## src/design/lpf_fifo.sv

```systemverilog
// Small register FIFO used between front, back and the result port.
module lpf_fifo #(
  parameter int WIDTH = 8,
  parameter int DEPTH = 2
) (
  input  logic             clk,
  input  logic             rst,
  input  logic             push,
  input  logic [WIDTH-1:0] din,
  input  logic             pop,
  output logic [WIDTH-1:0] dout,
  output logic             full,
  output logic             empty
);

  localparam int PW = (DEPTH > 1) ? $clog2(DEPTH) : 1;
  localparam int CW = $clog2(DEPTH + 1);

  logic [WIDTH-1:0] mem [DEPTH];
  logic [PW-1:0]    wr_ptr;
  logic [PW-1:0]    rd_ptr;
  logic [CW-1:0]    count;
  logic             do_push;
  logic             do_pop;

  assign full    = (count == CW'(DEPTH));
  assign empty   = (count == '0);
  assign do_push = push && !full;
  assign do_pop  = pop && !empty;
  assign dout    = mem[rd_ptr];

  always_ff @(posedge clk) begin
    if (do_push) begin
      mem[wr_ptr] <= din;
    end
  end

  always_ff @(posedge clk) begin
    if (rst) begin
      wr_ptr <= '0;
      rd_ptr <= '0;
      count  <= '0;
    end else begin
      if (do_push) begin
        wr_ptr <= (wr_ptr == PW'(DEPTH - 1)) ? '0 : wr_ptr + 1'b1;
      end
      if (do_pop) begin
        rd_ptr <= (rd_ptr == PW'(DEPTH - 1)) ? '0 : rd_ptr + 1'b1;
      end
      if (do_push && !do_pop) begin
        count <= count + 1'b1;
      end else if (do_pop && !do_push) begin
        count <= count - 1'b1;
      end
    end
  end

endmodule

```

## config.mk

```make
export PLATFORM = sky130hd
export DESIGN_NAME = lpf_fifo
export DESIGN_NICKNAME = d
export VERILOG_FILES = /design/src/design/lpf_fifo.sv
export SDC_FILE = /design/constraint.sdc
export NUM_CORES = 1
export LEC_CHECK = 0
export BUFFER_PORTS_ARGS = -buffer_cell sky130_fd_sc_hd__buf_2
export CAP_MARGIN = 40
export CELL_PAD_IN_SITES_DETAIL_PLACEMENT = 1
export CELL_PAD_IN_SITES_GLOBAL_PLACEMENT = 2
export CORE_AREA = 5 5 53 55
export CTS_CLUSTER_DIAMETER = 120
export DETAILED_ROUTE_END_ITERATION = 10
export DIE_AREA = 0 0 58 60
export PLACE_DENSITY_LB_ADDON = 0.1
export SLEW_MARGIN = 20
export SYNTH_ARGS = -nofsm -noshare
export SYNTH_HDL_FRONTEND = slang
export SYNTH_SLANG_ARGS = --single-unit
```

## constraint.sdc

```tcl
create_clock -name clk -period 3.87 [get_ports clk]
set_input_delay 0.387 -clock clk [delete_from_list [all_inputs] [get_ports clk]]
set_output_delay 0.387 -clock clk [all_outputs]
set_load 0.02 [all_outputs]
```

==> results.txt, run 1 <==
----------------------------------------------------
[Clocking]
  Worst-Skew Late Latency ... 0.29 ns
  Clock Sink Count ... 21
  TritonCTS clock tree ... yes
  CTS Buf Count ... 3
  Setup fix buffers added after clock tree synthesis ... 0
  Maximum buffer depth of the clock tree ... 2
  Clock root cell ... sky130_fd_sc_hd__clkbuf_4
  Clock transition time at the flip-flop clock pins of the worst setup and hold paths ... 0.11 ns
  Post-cts resize count ... 0
  Level count of the clock H-tree ... 1
  Number of hold buffers added after CTS ... 0

[STA]
  Minimum clock period ... about 1.8 ns
  Remaining max-slew budget at the tightest pin ... between 70% and 80%
  Final hold viol count ... 0
  Worst Tran Pin Value ... approximately 0.38 ns
  Max-slew violation total from the final report ... 0
  RSZ-0062 raised after global routing ... no
  Final setup vio count ... 0
  Peak clock frequency supported by timing ... 562 MHz
  Total negative setup slack ... 0 ns
  Share of the clock period used by the worst path ... between 40% and 50%
  Hold Worst Slack ... between 0.2 and 0.3 ns
  Clk_skew ... roughly 0.00066 ns

[Floorplanning]
  Die boundary height ... around 60 um
  I/O pins ... 22
  Die boundary width ... about 58 um
  Core area ... 2340 um^2
  Starting utilization of the core area ... 33.9%
  Std-Cell Rows ... 18
  Die ar. ... between 3000 and 4000 um^2

[Logic synthesis]
  Total standard cell area after synthesis ... 793 um^2
  Number of warning messages in the yosys log ... 0
  Synthesized instance count ... 50
  Share of the yosys chip area belonging to registers ... around three quarters
  Post-synthesis register bit count ... 21
  Number of distinct library cells after synthesis ... 13
  Average size of a mapped cell ... roughly 16 um^2
  Net count after synthesis ... 63

[Drt]
  Total length of routed wires ... 1320 um
  Number of detailed-routing iterations run before antenna repair ... 4
  Drt via density ... between 4 and 5
  Starting DRT DRC Count ... 11
  DRC viols ... 0
  Total via count in the routed design ... roughly 470
  Per-cell routed wire length ... roughly 13 um
  Count of antenna-violating nets left after detailed routing ... 0

[GRT]
  Congestion Overflow GR ... 0
  Total routing resource utilization after global routing ... ~8.6%
  Fraction of met2 tracks used by global routing ... about 16%
  Global routing usage on met1 ... under 10%
  Vias in the first global route ... ~530
  First-pass GRT wire length ... approximately 2200 um
  Routing usage on met3 ... under 10%
  Antenna violations before repair ... 0
  Global route hottest layer ... met2
  Pin count of the biggest net entering global routing ... 13

[Power and ir drop]
  Maximum resistive drop on vdd ... 0.000272 V
  Static power due to leakage ... approximately 0.00038 uW
  Final Power ... 627 uW
  Power per unit of standard cell area ... around 650 nW/um^2

[Worst setup path]
  Arrival time of the worst setup path ... 1.39 ns
  Worst R2R Start ... count[0]
  Start-to-end type of the worst setup path ... reg -> out
  Data required time of the critical path ... 3.48 ns
  Largest fanout of any net on the critical path ... 8
  Critical path capture point type ... primary output
  Type of origin of the critical path ... flip-flop

[Min path]
  Hold path start ... din[1]
  Worst hold-check path type ... in -> reg

[Run]
  Number of max-cap violations ... 0

[Placed design]
  Final weighted congestion of routability-driven global placement ... between 0.7 and 0.8
  Number of port buffers ... 21
  Half-perimeter wire length after detailed placement ... 1050 um

[Cells and area]
  Share of layout cells above drive strength 1 ... 45.9%
  Layout Nets ... between 80 and 90
  Antenna Diode Count ... 0
  Top library cells by usage in the layout, fill and taps aside ... sky130_fd_sc_hd__buf_2 (21), sky130_fd_sc_hd__edfxtp_1 (16), sky130_fd_sc_hd__mux2_2 (8)
  Most common library cell in the layout ignoring fill and taps ... sky130_fd_sc_hd__buf_2
  Synth-to-Final Area Change ... 20.8%
  Layout fillers ... 263

[Status]
  Result of the run ... finished, final reports clean

----------------------------------------------------
-- power by group --
| part | switching (uW) | total (uW) | internal, uW |
|---|---|---|---|
| Combinational | 118 | 207 | 88.8 |
| Clock | 62.8 | 101 | 38.4 |
| Sequential | 30.8 | 318 | 288 |
-- synth_stat cells --
library cell / n / share of area [%]
sky130_fd_sc_hd__edfxtp_1: 16 / 61
sky130_fd_sc_hd__mux2_2: 8 / 11
sky130_fd_sc_hd__dfxtp_1: 5 / 13
sky130_fd_sc_hd__nor2_1: 5 / 2.4
sky130_fd_sc_hd__o21ai_0: 3 / 1.9
sky130_fd_sc_hd__xor2_1: 3 / 3.3
sky130_fd_sc_hd__a21oi_1: 2 / 1.3
sky130_fd_sc_hd__inv_1: 2 / 0.95
sky130_fd_sc_hd__or3_1: 2 / 1.6
sky130_fd_sc_hd__and2_1: 1 / 0.79
sky130_fd_sc_hd__buf_2: 1 / 0.63
sky130_fd_sc_hd__ha_1: 1 / 1.6
sky130_fd_sc_hd__nor2b_2: 1 / 1.1
-- worst max-delay path: stages (launching register included) --
cell,delay (ns)
sky130_fd_sc_hd__dfxtp_1,0.56
sky130_fd_sc_hd__mux2_2,0.38
sky130_fd_sc_hd__buf_2,0.16
-- area by class of cell --
class	instances	area [um^2]	share of cell area (%)
clock buffer	3	22.5	2.35
inverter	2	7.51	0.783
timing repair buffer	21	105	11.0
tap	30	37.5	3.92
clock inverter	1	5.00	0.522
sequential	21	581	60.6
multi-input combinational	26	200	20.9
-- through the flow --
step           setup WS [ns]  utilization, %  instance area (um^2)  instances
2_1_floorplan           2.28               -                   793         50
3_3_place_gp            2.31            39.7                   931        100
3_5_place_dp            2.32            39.7                   931        100
4_1_cts                 2.04            40.9                   958        104
5_1_grt                 2.00            40.9                   958        104
6_report                2.09            40.9                   958        104
-- metal layers --
metal  routed length [um]  vias up
li1                     -      228
met1                  493      226
met2                  730       13
met3                   87        2
met4                   12        0
met5                    0        -
-- registers in the layout, indices dropped and copies added, names as in the netlist, named ones only --
| name | flops |
|---|---|
| count | 2 |
| mem | 16 |
| rd_ptr | 1 |
| wr_ptr | 1 |
-- logic make-up (layout without fill, tap and decap cells) --
group,count (synthesis),count (layout),synth area share [%]
DFF,21,21,73.2
and+or+nand+nor,9,9,5.84
muxes,8,8,11.4
AOI/OAI and AO/OA,5,5,3.15
xor gates and xnor gates,3,3,3.31
buffers and inverters,3,27,1.58
adders and majority gates,1,1,1.58
-- worst paths after layout --
check,slack [ns],endpoint,cells after the start
setup / recovery,2.09,dout[6],2
hold / removal,0.28,mem[1][1],1
setup reg to reg,2.31,count[1],4
hold reg to reg,0.50,wr_ptr,2
(Power assumes the default switching activity.)
==> run 2: changes to the inputs <==
ABC_AREA = 1   (was unset)
CORE_AREA = 5 5 57 59   (was 5 5 53 55)
DIE_AREA = 0 0 62 64   (was 0 0 58 60)
clock period = 1.64 ns   (was 3.87 ns; I/O delays follow)
==> run 2 against run 1 <==
Final cell count is 16% higher. Worst hold slack worse by 0.23 ns. Critical path depth did not move. Clock power grew 140%. Area after synthesis rose by 4.4%.
==> results.txt, run 2 <==
----------------------------------------------------
[Cells and area]
  Number of flip-flops under the largest register name ... 16
  Layout Nets ... 104
  Layout fillers ... 300
  Post-route non-filler standard cell count ... 121
  Most common library cell in the layout ignoring fill and taps ... sky130_fd_sc_hd__buf_2
  Registers with the most flip-flops ... mem: 16 flops, count: 2 flops
  Share of layout cells above drive strength 1 ... around 48%
  Top library cells by usage in the layout, fill and taps aside ... sky130_fd_sc_hd__buf_2 (21), sky130_fd_sc_hd__edfxtp_1 (16), sky130_fd_sc_hd__nor2_1 (9)
  Reg with most FFs ... mem
  Antenna Diode Count ... 0
  Synth-to-Final Area Change ... 23.9%
  Core utilization of the finished layout ... 38.5%

[Clocking]
  TritonCTS clock tree ... yes
  Clock root cell ... sky130_fd_sc_hd__clkbuf_4
  CTS Buf Count ... 3
  Worst-Skew Late Latency ... roughly 0.3 ns
  Level count of the clock H-tree ... 1
  Setup fix buffers added after clock tree synthesis ... 0
  Maximum buffer depth of the clock tree ... 2
  Clock transition time at the flip-flop clock pins of the worst setup and hold paths ... ~0.12 ns
  Clock Sink Count ... 21

[Worst setup path]
  Data required time of the critical path ... roughly 1.5 ns
  Type of origin of the critical path ... flip-flop
  Internal reg-to-reg setup slack ... between 0.2 and 0.3 ns
  Largest fanout of any net on the critical path ... 8
  Critical path capture point type ... primary output
  Arrival time of the worst setup path ... ~1.3 ns
  Start-to-end type of the worst setup path ... reg -> out

[Floorplanning]
  I/O pins ... 22
  Std-Cell Rows ... 19
  Starting utilization of the core area ... a little under a third
  Die boundary width ... about 62 um
  Core area ... around 2700 um^2
  Die boundary height ... around 64 um
  Die ar. ... 3970 um^2

[GRT]
  First-pass GRT wire length ... 2490 um
  Global route hottest layer ... met2
  Global routing usage on met1 ... 9.94%
  Total routing resource utilization after global routing ... under 10%
  Pin count of the biggest net entering global routing ... 13
  Vias in the first global route ... 570
  Antenna violations before repair ... 0
  Congestion Overflow GR ... 0
  Routing usage on met3 ... under 10%
  Fraction of met2 tracks used by global routing ... about 14%

[Drt]
  Count of antenna-violating nets left after detailed routing ... 0
  Starting DRT DRC Count ... 6
  Total length of routed wires ... ~1500 um
  DRC viols ... 0
  Total via count in the routed design ... 539
  Drt via density ... around 4.5
  Per-cell routed wire length ... about 12 um
  Number of detailed-routing iterations run before antenna repair ... 3

[Logic synthesis]
  Dominant register cell in the synthesized netlist ... sky130_fd_sc_hd__edfxtp_1
  Proportion of register bits with asynchronous set or reset after synthesis ... 0%
  Count of flip-flops with a built-in enable after synthesis ... 16
  Post-synthesis register bit count ... 21
  Net count after synthesis ... between 70 and 80
  Most numerous cell types in the synthesized netlist ... sky130_fd_sc_hd__edfxtp_1 (16), sky130_fd_sc_hd__nor2_1 (9), sky130_fd_sc_hd__mux2_2 (8), sky130_fd_sc_hd__inv_1 (7), sky130_fd_sc_hd__dfxtp_1 (5)
  Cell type with the largest total area after synthesis ... sky130_fd_sc_hd__edfxtp_1
  Total standard cell area after synthesis ... approximately 830 um^2
  Leading cell types by total area after synthesis ... sky130_fd_sc_hd__edfxtp_1 (58%), sky130_fd_sc_hd__dfxtp_1 (12%), sky130_fd_sc_hd__mux2_2 (11%)
  Number of distinct library cells after synthesis ... 16
  Most frequently used cell type in the post-synthesis netlist ... sky130_fd_sc_hd__edfxtp_1
  Average size of a mapped cell ... 13.4 um^2
  Number of warning messages in the yosys log ... 0
  Share of the yosys chip area belonging to registers ... 70.1%
  Fraction of post-synthesis cell area in the top cell type by area ... 58.0%
  Synthesized instance count ... 62

[STA]
  Final setup vio count ... 0
  Share of the clock period used by the worst path ... between 80 and 90%
  Final hold viol count ... 0
  Total negative setup slack ... 0 ns
  Clk_skew ... about 0.0063 ns
  Worst Tran Pin Value ... about 0.29 ns
  Minimum clock period ... 1.44 ns
  Max-slew violation total from the final report ... 0
  RSZ-0062 raised after global routing ... no
  Remaining max-slew budget at the tightest pin ... between 80% and 90%
  Peak clock frequency supported by timing ... just under 700 MHz

[Run]
  Number of max-cap violations ... 0

[Power and ir drop]
  Power per unit of standard cell area ... between 1000 and 1500 nW/um^2
  Maximum resistive drop on vdd ... between 0.0005 and 0.0006 V
  Static power due to leakage ... between 0.0004 and 0.0005 uW

[Placed design]
  Number of port buffers ... 21
  Dpl cells ... roughly 120
  Final weighted congestion of routability-driven global placement ... about 0.76
  Half-perimeter wire length after detailed placement ... ~1200 um

[Status]
  Result of the run ... finished, final reports clean

[Min path]
  Worst hold-check path type ... in -> reg

----------------------------------------------------
[run 2: final timing paths]
path              cells after the start       from         to
setup / recovery                      2  flip-flop    dout[3]
hold reg to reg                       2     wr_ptr     wr_ptr
setup reg to reg                      8   count[0]   count[1]
hold / removal                        1     din[4]  mem[1][4]
[run 2: layout make-up]
class	instances	area (um^2)	share of cell area [%]
Sequential cell	21	582	56.7
Clock inverter	1	5.00	0.488
Inverter	9	33.8	3.29
Timing Repair Buffer	25	135	13.2
Clock buffer	3	22.5	2.20
Multi-Input combinational cell	31	209	20.4
Tap cell	31	38.8	3.78
[run 2: cell families after synthesis]
group           Yosys count  synth area share [%]
flops                    21                  70.1
simple gates             16                  8.31
buf+inv                  10                  4.68
mux                       8                  10.9
compound gates            6                  4.53
fa+ha+maj                 1                  1.51
[run 2: timing repair]
| action | in CTS | in global routing |
|---|---|---|
| hold endpoints to repair | 0 | 0 |
| hold buffers | 0 | 0 |
| gates resized for setup | 0 | 1 |
| endpoints found under the setup margin | 0 | 4 |
[run 2: critical path, cell delays in order (launching register included)]
cell and delay (ns):
sky130_fd_sc_hd__dfxtp_2 0.45, sky130_fd_sc_hd__mux2_2 0.36, sky130_fd_sc_hd__buf_2 0.16
[run 2: routing by layer]
metal / wire [um] / vias to the layer above / share of wire [%]
li1: - / 267 / -
met5: 0 / - / 0
met3: 110 / 2 / 7.3
met1: 596 / 257 / 40
met4: 19 / 0 / 1.3
met2: 773 / 13 / 52
[run 2: metrics by stage]
stage | total power [uW] | setup slack, ns | area (um^2) | hold WS [ns]
5_1_grt | 1670 | 0.108 | 1030 | 0.0199
2_1_floorplan | 1130 | 0.319 | 828 | 0.263
3_5_place_dp | 1320 | 0.265 | 997 | 0.357
3_3_place_gp | 1310 | 0.303 | 997 | 0.353
6_report | 1540 | 0.199 | 1030 | 0.0485
4_1_cts | 1580 | 0.0165 | 1020 | 0.0279
[run 2: power by group]
part / internal, uW / switching, uW / total (uW)
clock: 90.8 / 152 / 242
sequential: 680 / 66.4 / 746
combinational: 236 / 313 / 549
==> run 3: changes to the inputs <==
CORE_AREA = 5 5 55 57   (was 5 5 57 59)
DIE_AREA = 0 0 60 62   (was 0 0 62 64)
clock period = 1.8 ns   (was 1.64 ns; I/O delays follow)
==> run 3 against run 2 <==
Highest routed layer unchanged. Count of clock-buffer cells in the layout unchanged. Routed wire length down 3.8%. Worst setup slack better by 0.021 ns. Sequential power down 7.9%. First-iteration DRC count down 17%. Worst hold slack better by 0.015 ns. Die area down 6.3%.
==> results.txt, run 3 (same netlist as run 2, synthesis figures left out) <==
----------------------------------------------------
[STA]
  RSZ-0062 raised after global routing ... no
  Final hold viol count ... 0
  Max-slew violation total from the final report ... 0
  Clk_skew ... ~0.0047 ns
  Final setup vio count ... 0
  Share of the clock period used by the worst path ... roughly 88%
  Total negative setup slack ... 0 ns
  Peak clock frequency supported by timing ... ~630 MHz
  Minimum clock period ... between 1.5 and 2 ns
  Least setup slack across all paths after layout ... around 0.22 ns
  Remaining max-slew budget at the tightest pin ... about three quarters
  Worst Tran Pin Value ... 0.362 ns

[Cells and area]
  Most common library cell in the layout ignoring fill and taps ... sky130_fd_sc_hd__buf_2
  Core utilization of the finished layout ... between 40% and 50%
  Layout fillers ... 281
  Registers with the most flip-flops ... mem: 16 flops, count: 2 flops
  Top library cells by usage in the layout, fill and taps aside ... sky130_fd_sc_hd__buf_2 (21), sky130_fd_sc_hd__edfxtp_1 (16), sky130_fd_sc_hd__nor2_1 (9)
  Layout Nets ... just over 100
  Number of flip-flops under the largest register name ... 16
  Post-route non-filler standard cell count ... around 120
  Reg with most FFs ... mem
  Share of layout cells above drive strength 1 ... 45.5%
  Antenna Diode Count ... 0
  Synth-to-Final Area Change ... 21.8%

[Floorplanning]
  Core area ... 2430 um^2
  Die ar. ... approximately 3700 um^2
  Starting utilization of the core area ... between 30% and 40%
  Std-Cell Rows ... 18
  Die boundary width ... 60 um
  I/O pins ... 22
  Die boundary height ... between 60 and 70 um

[Clocking]
  Maximum buffer depth of the clock tree ... 2
  Number of hold buffers added after CTS ... 0
  CTS Buf Count ... 3
  Clock Sink Count ... 21
  Worst-Skew Late Latency ... around 0.3 ns
  TritonCTS clock tree ... yes
  Level count of the clock H-tree ... 1
  Clock transition time at the flip-flop clock pins of the worst setup and hold paths ... roughly 0.11 ns
  Setup fix buffers added after clock tree synthesis ... 0
  Clock root cell ... sky130_fd_sc_hd__clkbuf_4
  Post-cts resize count ... 0

[Worst setup path]
  Type of origin of the critical path ... flip-flop
  R2R cell count ... 9
  Series of cell instances along the critical path ... mux2_2 > buf_2
  Largest fanout of any net on the critical path ... 8
  Worst R2R Start ... count[1]
  Data required time of the critical path ... around 1.6 ns
  Arrival time of the worst setup path ... approximately 1.4 ns
  Slowest cell on crit path ... sky130_fd_sc_hd__dfxtp_1
  Critical path capture point type ... primary output
  Slowest stage delay, CP ... ~0.55 ns
  Internal reg-to-reg setup slack ... between 0.3 and 0.4 ns
  Crit Reg-Reg Endpoint ... count[1]
  Start-to-end type of the worst setup path ... reg -> out

[Run]
  Number of max-cap violations ... 0

[GRT]
  Pin count of the biggest net entering global routing ... 13
  Vias in the first global route ... ~550
  Congestion Overflow GR ... 0
  First-pass GRT wire length ... 2380 um
  Total routing resource utilization after global routing ... 8.90%
  Antenna violations before repair ... 0

[Drt]
  Number of detailed-routing iterations run before antenna repair ... 2
  Per-cell routed wire length ... between 10 and 15 um
  Total via count in the routed design ... 522
  Total length of routed wires ... between 1000 and 1500 um
  Starting DRT DRC Count ... 5
  Drt via density ... roughly 4.4
  DRC viols ... 0
  Count of antenna-violating nets left after detailed routing ... 0

[Min path]
  Min-Delay Path Depth ... 1
  Hold Path Sink ... mem[1][6]
  Worst hold-check path type ... in -> reg
  Hold path start ... din[6]

[Power and ir drop]
  Maximum resistive drop on vdd ... approximately 0.00077 V
  Static power due to leakage ... 0.000419 uW
  Power per unit of standard cell area ... 1360 nW/um^2

[Placed design]
  Number of port buffers ... 21
  Final weighted congestion of routability-driven global placement ... slightly below 0.7
  Half-perimeter wire length after detailed placement ... roughly 1100 um
  DP Worst Slack ... between 0.3 and 0.4 ns
  Dpl cells ... between 100 and 150

[Status]
  Result of the run ... finished, final reports clean

----------------------------------------------------
## run 3: cell types whose count changed in the layout (fill, tap and decap cells not counted), sizes merged
cell | before | now
buf | 25 | 23
## run 3: metal layers
| layer | vias up | global-route usage [%] | part of all wire, % |
|---|---|---|---|
| li1 | 268 | - | - |
| met1 | 239 | 10.8 | 43 |
| met3 | 2 | 3.31 | 7.7 |
| met2 | 13 | 14.2 | 47 |
| met5 | - | 0 | 0 |
| met4 | 0 | 3.80 | 1.5 |
## run 3: worst max-delay path, delay by kind of cell, from the launching register on
| kind | cells | cell delay, ns |
|---|---|---|
| buf+inv | 1 | 0.16 |
| mux | 1 | 0.38 |
| flops | 1 | 0.55 |
## run 3: worst max path at each step
stage	slack, ns	depth (start not counted)	end	from
detailed placement	0.37	9	count[1]	count[1]
global route	0.15	2	dout[5]	flip-flop
finish	0.22	2	dout[3]	flip-flop
global placement	0.39	9	count[1]	count[1]
CTS	0.15	2	dout[3]	flip-flop
floorplan	0.48	2	mem[1][0]	count[0]
## run 3: area by class of cell
cell class | count | area (um^2) | area share, %
Sequential cell | 21 | 581 | 57.6
Multi-Input combinational cell | 31 | 209 | 20.7
Timing Repair Buffer | 23 | 120 | 11.9
Tap cell | 30 | 37.5 | 3.72
Inverter | 9 | 33.8 | 3.35
Clock buffer | 3 | 22.5 | 2.23
Clock inverter | 1 | 5.00 | 0.496
## run 3: power breakdown
group	internal [uW]	total, uW	switching, uW
combinational	195	467	272
clock	82.8	220	137
sequential	618	687	69.5
## run 3: stage by stage
step                      cell area (um^2)  hold WS [ns]  power, uW
after detailed placement               981         0.373       1180
after global placement                 981         0.368       1170
after CTS                             1010        0.0499       1410
after global routing                  1010        0.0393       1480
after floorplan                        828         0.279       1030
final                                 1010        0.0631       1370
