<file path="src/design/lpf_pkg.sv">
// Shared types, register codes and reset values for the 3x3 low-pass filter.
package lpf_pkg;

  localparam int MAX_WIDTH_DEF = 1024;
  localparam int PIX_W         = 8;
  localparam int CFG_DATA_W    = 24;
  localparam int CFG_ADDR_W    = 3;
  localparam int DIV_W         = 12;
  localparam int WIDTH_CFG_W   = 11;
  localparam int HEIGHT_W      = 16;
  localparam int SUM_W         = 20;
  localparam int QUEUE_DEPTH   = 2;

  localparam logic [CFG_ADDR_W-1:0] REG_W_TOP   = 3'd0;
  localparam logic [CFG_ADDR_W-1:0] REG_W_MID   = 3'd1;
  localparam logic [CFG_ADDR_W-1:0] REG_W_BOT   = 3'd2;
  localparam logic [CFG_ADDR_W-1:0] REG_DIVISOR = 3'd3;
  localparam logic [CFG_ADDR_W-1:0] REG_WIDTH   = 3'd4;
  localparam logic [CFG_ADDR_W-1:0] REG_HEIGHT  = 3'd5;

  localparam logic OP_PIXEL = 1'b0;
  localparam logic OP_FLUSH = 1'b1;

  localparam logic [CFG_DATA_W-1:0]  RST_W_TOP   = 24'd66049;
  localparam logic [CFG_DATA_W-1:0]  RST_W_MID   = 24'd132098;
  localparam logic [CFG_DATA_W-1:0]  RST_W_BOT   = 24'd66049;
  localparam logic [DIV_W-1:0]       RST_DIVISOR = 12'd16;
  localparam logic [WIDTH_CFG_W-1:0] RST_WIDTH   = 11'd1024;
  localparam logic [HEIGHT_W-1:0]    RST_HEIGHT  = 16'd1;

  typedef struct packed {
    logic             opcode;
    logic [PIX_W-1:0] pixel_value;
  } in_t;

  typedef struct packed {
    logic [PIX_W-1:0] filtered_value;
    logic             frame_last;
  } out_t;

  typedef struct packed {
    logic [CFG_DATA_W-1:0]  weights_top_row;
    logic [CFG_DATA_W-1:0]  weights_middle_row;
    logic [CFG_DATA_W-1:0]  weights_bottom_row;
    logic [DIV_W-1:0]       divisor;
    logic [WIDTH_CFG_W-1:0] image_width;
    logic [HEIGHT_W-1:0]    image_height;
  } cfg_t;

  // Masked 3x3 neighborhood, entry row*3+column, plus the end-of-frame flag.
  typedef struct packed {
    logic [8:0][PIX_W-1:0] pix;
    logic                  last;
  } job_t;

endpackage

</file>
<file path="src/design/lpf_back.sv">
// Back end: weighted sum over the window, iterative divide, result push.
module lpf_back import lpf_pkg::*; (
  input  logic clk,
  input  logic rst,
  input  cfg_t cfg,
  input  logic jq_empty,
  output logic jq_pop,
  input  job_t jq_data,
  input  logic oq_full,
  output logic oq_push,
  output out_t oq_data
);

  localparam logic [1:0] B_IDLE = 2'd0;
  localparam logic [1:0] B_MAC  = 2'd1;
  localparam logic [1:0] B_DIV  = 2'd2;
  localparam logic [1:0] B_DONE = 2'd3;

  localparam int CNTW = $clog2(SUM_W + 1);

  logic [1:0]           state;
  job_t                 job;
  logic [3:0]           idx;
  logic [SUM_W-1:0]     acc;
  logic [DIV_W-1:0]     rem;
  logic [CNTW-1:0]      cnt;
  logic [PIX_W-1:0]     wgt;
  logic [2*PIX_W-1:0]   prod;
  logic [DIV_W-1:0]     d_eff;
  logic [DIV_W:0]       rem_sh;
  logic                 rem_ge;

  function automatic logic [PIX_W-1:0] weight_of(cfg_t c, logic [3:0] i);
    logic [PIX_W-1:0] w;
    case (i)
      4'd0:    w = c.weights_top_row[7:0];
      4'd1:    w = c.weights_top_row[15:8];
      4'd2:    w = c.weights_top_row[23:16];
      4'd3:    w = c.weights_middle_row[7:0];
      4'd4:    w = c.weights_middle_row[15:8];
      4'd5:    w = c.weights_middle_row[23:16];
      4'd6:    w = c.weights_bottom_row[7:0];
      4'd7:    w = c.weights_bottom_row[15:8];
      4'd8:    w = c.weights_bottom_row[23:16];
      default: w = '0;
    endcase
    return w;
  endfunction

  assign wgt    = weight_of(cfg, idx);
  assign prod   = wgt * job.pix[idx];
  assign d_eff  = (cfg.divisor == '0) ? DIV_W'(1) : cfg.divisor;
  assign rem_sh = {rem, acc[SUM_W-1]};
  assign rem_ge = (rem_sh >= {1'b0, d_eff});

  assign jq_pop  = (state == B_IDLE) && !jq_empty && !oq_full;
  assign oq_push = (state == B_DONE);
  assign oq_data.filtered_value = acc[PIX_W-1:0];
  assign oq_data.frame_last     = job.last;

  always_ff @(posedge clk) begin
    if (jq_pop) begin
      job <= jq_data;
    end
  end

  always_ff @(posedge clk) begin
    if (rst) begin
      state <= B_IDLE;
      idx   <= '0;
      acc   <= '0;
      rem   <= '0;
      cnt   <= '0;
    end else begin
      case (state)
        B_IDLE: begin
          if (jq_pop) begin
            idx   <= '0;
            acc   <= '0;
            state <= B_MAC;
          end
        end
        B_MAC: begin
          acc <= acc + SUM_W'(prod);
          idx <= idx + 1'b1;
          if (idx == 4'd8) begin
            rem   <= '0;
            cnt   <= CNTW'(SUM_W);
            state <= B_DIV;
          end
        end
        B_DIV: begin
          rem <= rem_ge ? DIV_W'(rem_sh - {1'b0, d_eff}) : rem_sh[DIV_W-1:0];
          acc <= {acc[SUM_W-2:0], rem_ge};
          cnt <= cnt - 1'b1;
          if (cnt == CNTW'(1)) begin
            state <= B_DONE;
          end
        end
        B_DONE: begin
          state <= B_IDLE;
        end
        default: state <= B_IDLE;
      endcase
    end
  end

endmodule

</file>
<file path="config.mk">
export PLATFORM = sky130hd
export DESIGN_NAME = lpf_back
export DESIGN_NICKNAME = d
export VERILOG_FILES = /design/src/design/lpf_pkg.sv /design/src/design/lpf_back.sv
export SDC_FILE = /design/constraint.sdc
export NUM_CORES = 1
export LEC_CHECK = 0
export ABC_AREA = 1
export BUFFER_PORTS_ARGS = -buffer_cell sky130_fd_sc_hd__buf_2
export CAP_MARGIN = 20
export CORE_UTILIZATION = 52
export CTS_BUF_LIST = sky130_fd_sc_hd__clkbuf_8
export CTS_CLUSTER_DIAMETER = 80
export DETAILED_ROUTE_END_ITERATION = 10
export GPL_TIMING_DRIVEN = 0
export PLACE_DENSITY = 0.79
export SLEW_MARGIN = 20
export SYNTH_ARGS = -nofsm -noshare
export SYNTH_HDL_FRONTEND = slang
export SYNTH_SLANG_ARGS = --single-unit
</file>
<file path="constraint.sdc">
create_clock -name clk -period 5 [get_ports clk]
set_input_delay 0.5 -clock clk [delete_from_list [all_inputs] [get_ports clk]]
set_output_delay 0.5 -clock clk [all_outputs]
set_load 0.005 [all_outputs]
</file>
==> flow_metrics.py, run 1 <==
metrics = {
    "placed_design": {
        "placed_area_um2": 10680,
        "place_inst": 1602,
        "hpwl_um": 18950,
        "place_congestion": 0.9215,
        "io_buffers": 171,
        "dp_slack_ns": -0.7079,
    },
    "synthesis": {
        "netlist_area_um2": 9387,
        "synth_area_leaders": "edfxtp_1 23%, nand2_1 14%, fa_1 11%",
        "postSynthCellCount": 1202,
        "yosysSeqAreaShare_pct": 32.52,
        "async_reset_ff_share_pct": 0,
        "yosysTopAreaCellShare_pct": 23.35,
        "netlist-cell-type-count": 49,
        "yosys_warnings": 0,
        "avgSynthCellArea_um2": 7.809,
        "synth_area_leader_cell": "edfxtp_1",
        "ys_ff_latch": 116,
        "synth_edf_count": 73,
        "syn-num-nets": 1506,
        "synth_ff_type": "edfxtp_1",
    },
    "timing": {
        "fmax_mhz": 185.5,
        "min_period_ns": 5.391,
        "finalWorstSetupSlack_ns": -0.3910,
        "final_max_slew_viol_count": 0,
        "finalHoldViolCount": 0,
        "worst_clock_skew_ns": 0.01788,
        "rsz0062_at_grt": "true",
        "worst_pin_slew_ns": 0.6854,
        "timing.final.crit_share_pct": 107.8,
        "slew_headroom_pct": 54.31,
        "setup_violations": 13,
    },
    "worst_hold_path": {
        "worstHoldPathType": "input pin to flip-flop",
        "holdPathStages": 1,
        "hold_end": "job[10]",
        "hold_start": "jq_data[10]",
    },
    "drt": {
        "met3WireLength_um": 2048,
        "viasPerCell": 5.421,
        "wire_per_inst_um": 15.86,
        "drt-initial-drc-count": 634,
        "wirelength_um": 26700,
        "dr_wl_met2_um": 12990,
        "num_vias": 9123,
        "postRouteAntennaNets": 0,
        "routed.top_layer": "met4",
        "drc": 1,
        "dr.pass1.iters": 8,
        "drt-met1-wl_um": 10670,
    },
    "worst_setup_path": {
        "critPathRequiredTime_ns": 5.40,
        "cp_common_cell": "nand2_1",
        "start_kind": "flip-flop",
        "cpMaxStageDelayCell": "fa_1",
        "rrSetupSlack_ns": -0.39,
        "arrival_ns": 5.79,
        "timing.rr.start": "idx[0]",
        "cp-end-kind": "flip-flop",
        "worstRegToRegCells": 28,
        "reg2reg_to": "acc[14]",
        "worst-setup-path-type": "flip-flop to flip-flop",
        "max_stage_delay_ns": 0.57,
        "critPathMaxFanout": 10,
    },
    "job": {
        "cap_viol_max_count": 0,
    },
    "floorplanning": {
        "die_w_um": 136.4,
        "dieArea_um2": 18590,
        "start_util_pct": 53.71,
        "io_pins": 199,
        "fp-row-count": 48,
        "fp.coreArea_um2": 17480,
        "fp.dieH_um": 136.4,
    },
    "cts": {
        "clock_path_buffers": 2,
        "clk_latency_ns": 0.47,
        "path_clk_slew_ns": 0.09,
        "cts_tree": "built",
        "ctsHoldBuffers": 0,
        "ctsRootBufferMaster": "clkbuf_8",
        "cts.sink_count": 116,
        "numCtsBuffers": 17,
        "h-tree-depth": 4,
    },
    "global_route": {
        "grt_pass1_vias": 8555,
        "grt_max_degree": 19,
        "grt_usage_pct": 28.05,
        "grt_pass1_wl_um": 40010,
        "antenna_found_initial": 0,
        "globalRoute.totalOverflow": 0,
    },
    "layout": {
        "final_core_util_pct": 68.90,
        "final_cell_area_um2": 12040,
        "nets": 1749,
        "area_growth_pct": 28.29,
        "diodes": 0,
        "fin_cells": 1683,
        "drive_gt1_share_pct": 31.69,
    },
    "status": {
        "violations": "DRC, setup timing",
        "status": "finished, violations left",
    },
}
==> routing by layer <==
metal	GRT usage, %	vias up
met5	0	-
li1	-	4333
met2	48.28	468
met4	11.48	0
met3	4.661	87
met1	34.78	4235
==> worst max-delay path: cells and delay by family, from the launching register on <==
| family | cells | cell delay (ns) |
|---|---|---|
| adders and majority gates | 5 | 2.39 |
| and+or+nand+nor | 11 | 0.96 |
| buffers and inverters | 8 | 0.90 |
| AOI/OAI and AO/OA | 4 | 0.70 |
| DFF | 1 | 0.35 |
==> stage by stage <==
step / TNS, ns / hold WS (ns)
2_1_floorplan: 0 / 0.4453
3_3_place_gp: -6.714 / 0.4527
3_5_place_dp: -7.816 / 0.4752
4_1_cts: -3.169 / 0.1857
5_1_grt: -6.658 / 0.1871
6_report: -4.040 / 0.2008
==> kinds of logic (layout without fill, tap and decap cells) <==
| kind of cell | count (synthesis) | count (layout) | synth area share [%] |
|---|---|---|---|
| XOR/XNOR | 5 | 5 | 0.4666 |
| AO/OA/AOI/OAI | 154 | 154 | 10.01 |
| AND/OR/NAND/NOR | 556 | 556 | 26.26 |
| adder cells (fa/ha/maj) | 116 | 116 | 19.54 |
| flip-flops | 116 | 116 | 32.52 |
| buffers and inverters | 255 | 511 | 11.20 |
==> registers in the layout, indices dropped and copies added, names as in the netlist <==
signal and cells:
oq_data 1, job 72, idx 4, state 2, acc 20, rem 12, cnt 5
==> cell type report <==
class	count	area (µm²)
Multi-Input combinational cell	831	5817
Fill cell	1302	5435
Sequential cell	116	3059
Timing Repair Buffer	224	1351
Inverter	218	868.3
Tap cell	225	281.5
Buffer	37	247.7
Clock buffer	17	234.0
Clock inverter	15	182.7
==> cells in the final DEF (no fill, tap or decap), types with 14 or more instances in the layout <==
cell	n
buf_4	53
dfxtp_1	40
ha_1	53
nor2_1	98
inv_1	177
fa_1	48
a21oi_1	55
nand3_1	33
edfxtp_1	73
nand3_2	14
a21oi_2	17
nand2_1	301
clkbuf_8	17
buf_2	176
inv_2	27
o21ai_0	30
nand2_2	33
==> synthesized netlist by cell type, types with 5 or more instances <==
cell	n
ha_1	65
o221ai_1	8
nor2_1	104
inv_4	5
a21oi_1	69
nand4_1	10
fa_1	51
or2_2	8
inv_2	13
inv_1	200
dfxtp_1	43
nand3_1	47
buf_2	8
nor3_4	7
clkbuf_1	11
nand2_1	341
a22o_1	12
edfxtp_1	73
a32o_1	9
buf_4	15
o211ai_1	6
nor3_1	8
o21ai_0	37
==> worst max-delay path by stage <==
stage	slack, ns	start	end	cells past startpoint
global route	-0.58	idx[0]	acc[17]	32
CTS	-0.29	idx[0]	acc[14]	32
finish	-0.39	idx[0]	acc[14]	28
detailed placement	-0.71	idx[1]	acc[10]	27
global placement	-0.62	idx[1]	acc[10]	27
floorplan	0.02	idx[0]	acc[7]	26
==> timing repair <==
item	CTS	global route
setup buffers	24	25
resized for setup	88	83
pin swaps	67	67
endpoints found under the hold margin	0	0
setup endpoints to repair	14	15
Power of run 1 is not shown: default switching activity piles up to over one toggle a cycle in this logic, so the estimate is an artifact.
==> run 2, diff against run 1 <==
Settings changed: SKIP_CTS_REPAIR_TIMING set to 1, SKIP_LAST_GASP set to 1.
==> flow_metrics.py, run 2 (synthesized netlist as in run 1, its figures left out) <==
metrics = {
    "status": {
        "status": "finished, violations left",
        "violations": "setup timing",
    },
    "timing": {
        "worst_pin_slew_ns": 0.6680,
        "hold_ws_ns": 0.2063,
        "worst_clock_skew_ns": 0.01865,
        "finalWorstSetupSlack_ns": -0.5125,
        "min_period_ns": 5.512,
        "setup_violations": 13,
        "slew_headroom_pct": 55.47,
        "rsz0062_at_grt": "true",
        "timing.final.crit_share_pct": 110.2,
        "finalHoldViolCount": 0,
        "fmax_mhz": 181.4,
        "final_max_slew_viol_count": 0,
        "final.setup.tns_ns": -5.085,
    },
    "placed_design": {
        "place_inst": 1602,
        "dp_slack_ns": -0.7079,
        "placed_area_um2": 10680,
        "io_buffers": 171,
        "place_congestion": 0.9215,
        "hpwl_um": 18950,
    },
    "worst_setup_path": {
        "max_stage_delay_ns": 0.59,
        "cp-end-kind": "flip-flop",
        "arrival_ns": 5.83,
        "start_kind": "flip-flop",
        "critPathMaxFanout": 8,
        "cpMaxStageDelayCell": "fa_1",
        "worst-setup-path-type": "flip-flop to flip-flop",
        "critPathRequiredTime_ns": 5.31,
        "critPathBufInv": 9,
        "worstRegToRegCells": 31,
        "crit_family": "adder cells",
        "path_depth": 31,
    },
    "floorplanning": {
        "dieArea_um2": 18590,
        "die_w_um": 136.4,
        "fp-row-count": 48,
        "fp.coreArea_um2": 17480,
        "start_util_pct": 53.71,
        "io_pins": 199,
        "fp.dieH_um": 136.4,
    },
    "worst_hold_path": {
        "holdPathStages": 1,
        "worstHoldPathType": "input pin to flip-flop",
    },
    "cts": {
        "ctsRootBufferMaster": "clkbuf_8",
        "path_clk_slew_ns": 0.09,
        "cts_tree": "built",
        "cts.sink_count": 116,
        "h-tree-depth": 4,
        "numCtsBuffers": 17,
        "clock_path_buffers": 2,
        "clk_latency_ns": 0.47,
    },
    "drt": {
        "dr_wl_met2_um": 11900,
        "drt-met1-wl_um": 10590,
        "met3WireLength_um": 1685,
        "drc": 0,
        "postRouteAntennaNets": 0,
        "viasPerCell": 5.314,
        "wire_per_inst_um": 15.07,
        "wirelength_um": 24920,
        "routed.top_layer": "met4",
        "num_vias": 8789,
        "drt-initial-drc-count": 513,
        "dr.pass1.iters": 8,
    },
    "job": {
        "cap_viol_max_count": 0,
    },
    "layout": {
        "nets": 1719,
        "mostFrequentLayoutCell": "nand2_1",
        "fin_cells": 1654,
        "drive_gt1_share_pct": 27.87,
        "layout.cells.most_common_list": "314 x nand2_1, 185 x inv_1, 177 x buf_2, 94 x nor2_1, 73 x edfxtp_1",
        "final_cell_area_um2": 11640,
        "top_register": "job",
        "area_growth_pct": 23.98,
        "reg_top3": "job x72, acc x20, rem x12",
        "nFillCells": 1390,
        "largest_reg_flops": 72,
    },
    "global_route": {
        "grt_pass1_vias": 8209,
        "grt_max_degree": 19,
        "grt_usage_pct": 27.00,
        "globalRoute.totalOverflow": 0,
        "grt_pass1_wl_um": 38580,
        "antenna_found_initial": 1,
    },
    "power_and_ir_drop": {
        "power.density_nw_per_um2": 823.5,
        "peakVddDrop_v": 0.001065,
        "p_leak_uw": 0.005670,
    },
}
[run 2: worst paths after layout]
path | startpoint | slack, ns | end
worst max-delay path | idx[0] | -0.51 | acc[10]
worst min-delay path | jq_data[10] | 0.21 | job[10]
worst max register to register | idx[0] | -0.51 | acc[10]
worst min register to register | acc[14] | 0.49 | acc[14]
[run 2: final cells by class]
class	instances	area [µm²]	area share (%)
Antenna cell	1	2.502	0.02150
Buffer	37	241.5	2.075
Clock buffer	17	234.0	2.011
Clock inverter	15	182.7	1.570
Inverter	218	850.8	7.311
Multi-Input combinational cell	831	5662	48.65
Sequential cell	116	3058	26.28
Tap cell	225	281.5	2.419
Timing Repair Buffer	194	1125	9.666
[run 2: per-stage QoR]
stage	total power, µW	utilization [%]
2_1_floorplan	5624	-
3_3_place_gp	6768	60.70
3_5_place_dp	6941	61.12
4_1_cts	7848	63.50
5_1_grt	10510	66.59
6_report	9583	66.59
[run 2: per-layer routing]
layer / vias to the layer above / GRT usage (%)
li1: 4272 / -
met1: 4124 / 34.23
met2: 334 / 46.05
met3: 59 / 4.176
met4: 0 / 10.56
met5: - / 0
[run 2: report_power, final]
part | switching (µW) | total, µW | internal (µW)
Combinational | 4430 | 7510 | 3070
Sequential | 45.9 | 1190 | 1140
Clock | 504 | 888 | 384
Power figures use the tool's default switching activity.
==> run 3, diff against run 2 <==
--- a/config.mk
+++ b/config.mk
@@ -8,5 +8,4 @@
 export ABC_AREA = 1
 export BUFFER_PORTS_ARGS = -buffer_cell sky130_fd_sc_hd__buf_2
-export CAP_MARGIN = 20
 export CORE_UTILIZATION = 52
 export CTS_BUF_LIST = sky130_fd_sc_hd__clkbuf_8
==> constraint.sdc (replaced) <==
create_clock -name clk -period 5 [get_ports clk]
set_input_delay 0.5 -clock clk [delete_from_list [all_inputs] [get_ports clk]]
set_output_delay 0.5 -clock clk [all_outputs]
set_load 0.1 [all_outputs]
==> flow_metrics.py, run 3 (synthesized netlist as in run 1, its figures left out) <==
metrics = {
    "layout": {
        "layout.cells.most_common_list": "317 x nand2_1, 180 x inv_1, 177 x buf_2, 98 x nor2_1, 73 x edfxtp_1",
        "nets": 1723,
        "diodes": 0,
        "nFillCells": 1426,
        "final_cell_area_um2": 11580,
        "top_register": "job",
        "area_growth_pct": 23.35,
        "mostFrequentLayoutCell": "nand2_1",
        "reg_top3": "job x72, acc x20, rem x12",
        "largest_reg_flops": 72,
        "drive_gt1_share_pct": 28.07,
    },
    "timing": {
        "min_period_ns": 5.440,
        "rsz0062_at_grt": "true",
        "hold_ws_ns": 0.2133,
        "worst_pin_slew_ns": 0.6768,
        "setup_violations": 13,
        "worst_clock_skew_ns": 0.01311,
        "timing.final.crit_share_pct": 108.8,
        "final_max_slew_viol_count": 0,
        "fmax_mhz": 183.8,
        "finalHoldViolCount": 0,
        "slew_headroom_pct": 54.41,
        "finalWorstSetupSlack_ns": -0.4399,
    },
    "cts": {
        "ctsRootBufferMaster": "clkbuf_8",
        "clk_latency_ns": 0.45,
        "cts.sink_count": 116,
        "cts_tree": "built",
        "path_clk_slew_ns": 0.09,
        "clock_path_buffers": 2,
        "numCtsBuffers": 17,
        "h-tree-depth": 4,
    },
    "power_and_ir_drop": {
        "total_power_uw": 9271,
        "seqPwrFrac_pct": 12.8,
        "power.share.clock_pct": 9.3,
        "peakVddDrop_v": 0.001027,
        "combPwrFrac_pct": 77.8,
        "p_leak_uw": 0.005636,
        "p_switching_uw": 4834,
        "switching_share_pct": 52.14,
        "internal-power_uw": 4437,
        "power.density_nw_per_um2": 800.7,
    },
    "drt": {
        "dr.pass1.iters": 5,
        "num_vias": 8840,
        "drc": 0,
        "viasPerCell": 5.335,
        "wire_per_inst_um": 15.21,
        "postRouteAntennaNets": 0,
        "wirelength_um": 25200,
        "drt-initial-drc-count": 551,
    },
    "floorplanning": {
        "fp.dieH_um": 136.4,
        "fp-row-count": 48,
        "io_pins": 199,
        "fp.coreArea_um2": 17480,
        "start_util_pct": 53.71,
        "die_w_um": 136.4,
        "dieArea_um2": 18590,
    },
    "job": {
        "cap_viol_max_count": 0,
    },
    "placed_design": {
        "io_buffers": 171,
        "place_congestion": 0.9215,
        "placed_area_um2": 10680,
        "hpwl_um": 19000,
    },
    "global_route": {
        "grt_usage_pct": 26.95,
        "grt_pass1_vias": 8156,
        "busiest_layer": "met2",
        "grtUsageMet2_pct": 46.19,
        "grt_use_met1_pct": 35.00,
        "use_met3_pct": 4.213,
        "grt_max_degree": 19,
        "globalRoute.totalOverflow": 0,
        "antenna_found_initial": 0,
        "grt_pass1_wl_um": 38780,
    },
    "worst_setup_path": {
        "cpMaxStageDelayCell": "fa_1",
        "worst-setup-path-type": "flip-flop to flip-flop",
        "arrival_ns": 5.75,
        "start_kind": "flip-flop",
        "critPathMaxFanout": 10,
        "cp-end-kind": "flip-flop",
        "max_stage_delay_ns": 0.58,
        "cp_common_cell": "fa_1",
        "critPathRequiredTime_ns": 5.31,
    },
    "worst_hold_path": {
        "worstHoldPathType": "input pin to flip-flop",
    },
    "status": {
        "status": "finished, violations left",
        "violations": "setup timing",
    },
}
-- run 3: cell types whose count changed in the layout (fill, tap and decap cells not counted), sizes merged --
cell / previous run / this run
buf: 220 / 224
clkinv: 6 / 4
diode: 1 / 0
clkinvlp: 1 / 3
-- run 3: metal layers --
metal	share of wire, %	vias up
met5	0	-
met4	2.4	0
met3	8.3	59
met2	48	427
met1	41	4087
li1	-	4267
-- run 3: cell type report --
cell class                 instances  area, µm²  area share, %
clock buffer                      17      234.0          2.021
sequential                       116       3058          26.41
clock inverter                    15      160.2          1.383
tap                              225      281.5          2.431
buffer                            37      245.2          2.118
multi-input combinational        831       5617          48.51
inverter                         218      853.3          7.370
timing repair buffer             198       1130          9.758
-- run 3: power by group through the flow --
| stage | Combinational (µW) | Clock [µW] | Sequential, µW |
|---|---|---|---|
| CTS | 5830 | 872 | 1190 |
| finish | 7220 | 865 | 1190 |
| floorplan | 4490 | 0 | 1200 |
| global placement | 5620 | 0 | 1220 |
| detailed placement | 5800 | 0 | 1210 |
| global route | 8100 | 907 | 1200 |
-- run 3: metrics by stage --
| step | setup WS (ns) | setup TNS, ns | std cells | util, % |
|---|---|---|---|---|
| after floorplan | 0.02180 | 0 | 1202 | - |
| after global placement | -0.6164 | -6.714 | 1598 | 60.70 |
| after detailed placement | -0.6905 | -7.881 | 1602 | 61.12 |
| after CTS | -0.7240 | -8.339 | 1634 | 63.37 |
| after global routing | -0.6665 | -7.770 | 1657 | 66.25 |
| final | -0.4399 | -4.726 | 1657 | 66.25 |
-- run 3: worst paths after layout --
| kind | slack (ns) | start | to | cells after the start |
|---|---|---|---|---|
| min | 0.21 | jq_data[10] | job[10] | 1 |
| max reg2reg | -0.44 | idx[0] | acc[10] | 25 |
| max | -0.44 | idx[0] | acc[10] | 25 |
| min reg2reg | 0.49 | acc[3] | acc[3] | 2 |
-- run 3: critical path: cells and delay by family (launching register included) --
family / cells / cell delay [ns]
AO/OA/AOI/OAI: 5 / 0.77
adder cells (fa/ha/maj): 5 / 2.33
buffers and inverters: 7 / 0.79
flip-flops: 1 / 0.37
AND/OR/NAND/NOR: 8 / 1.02
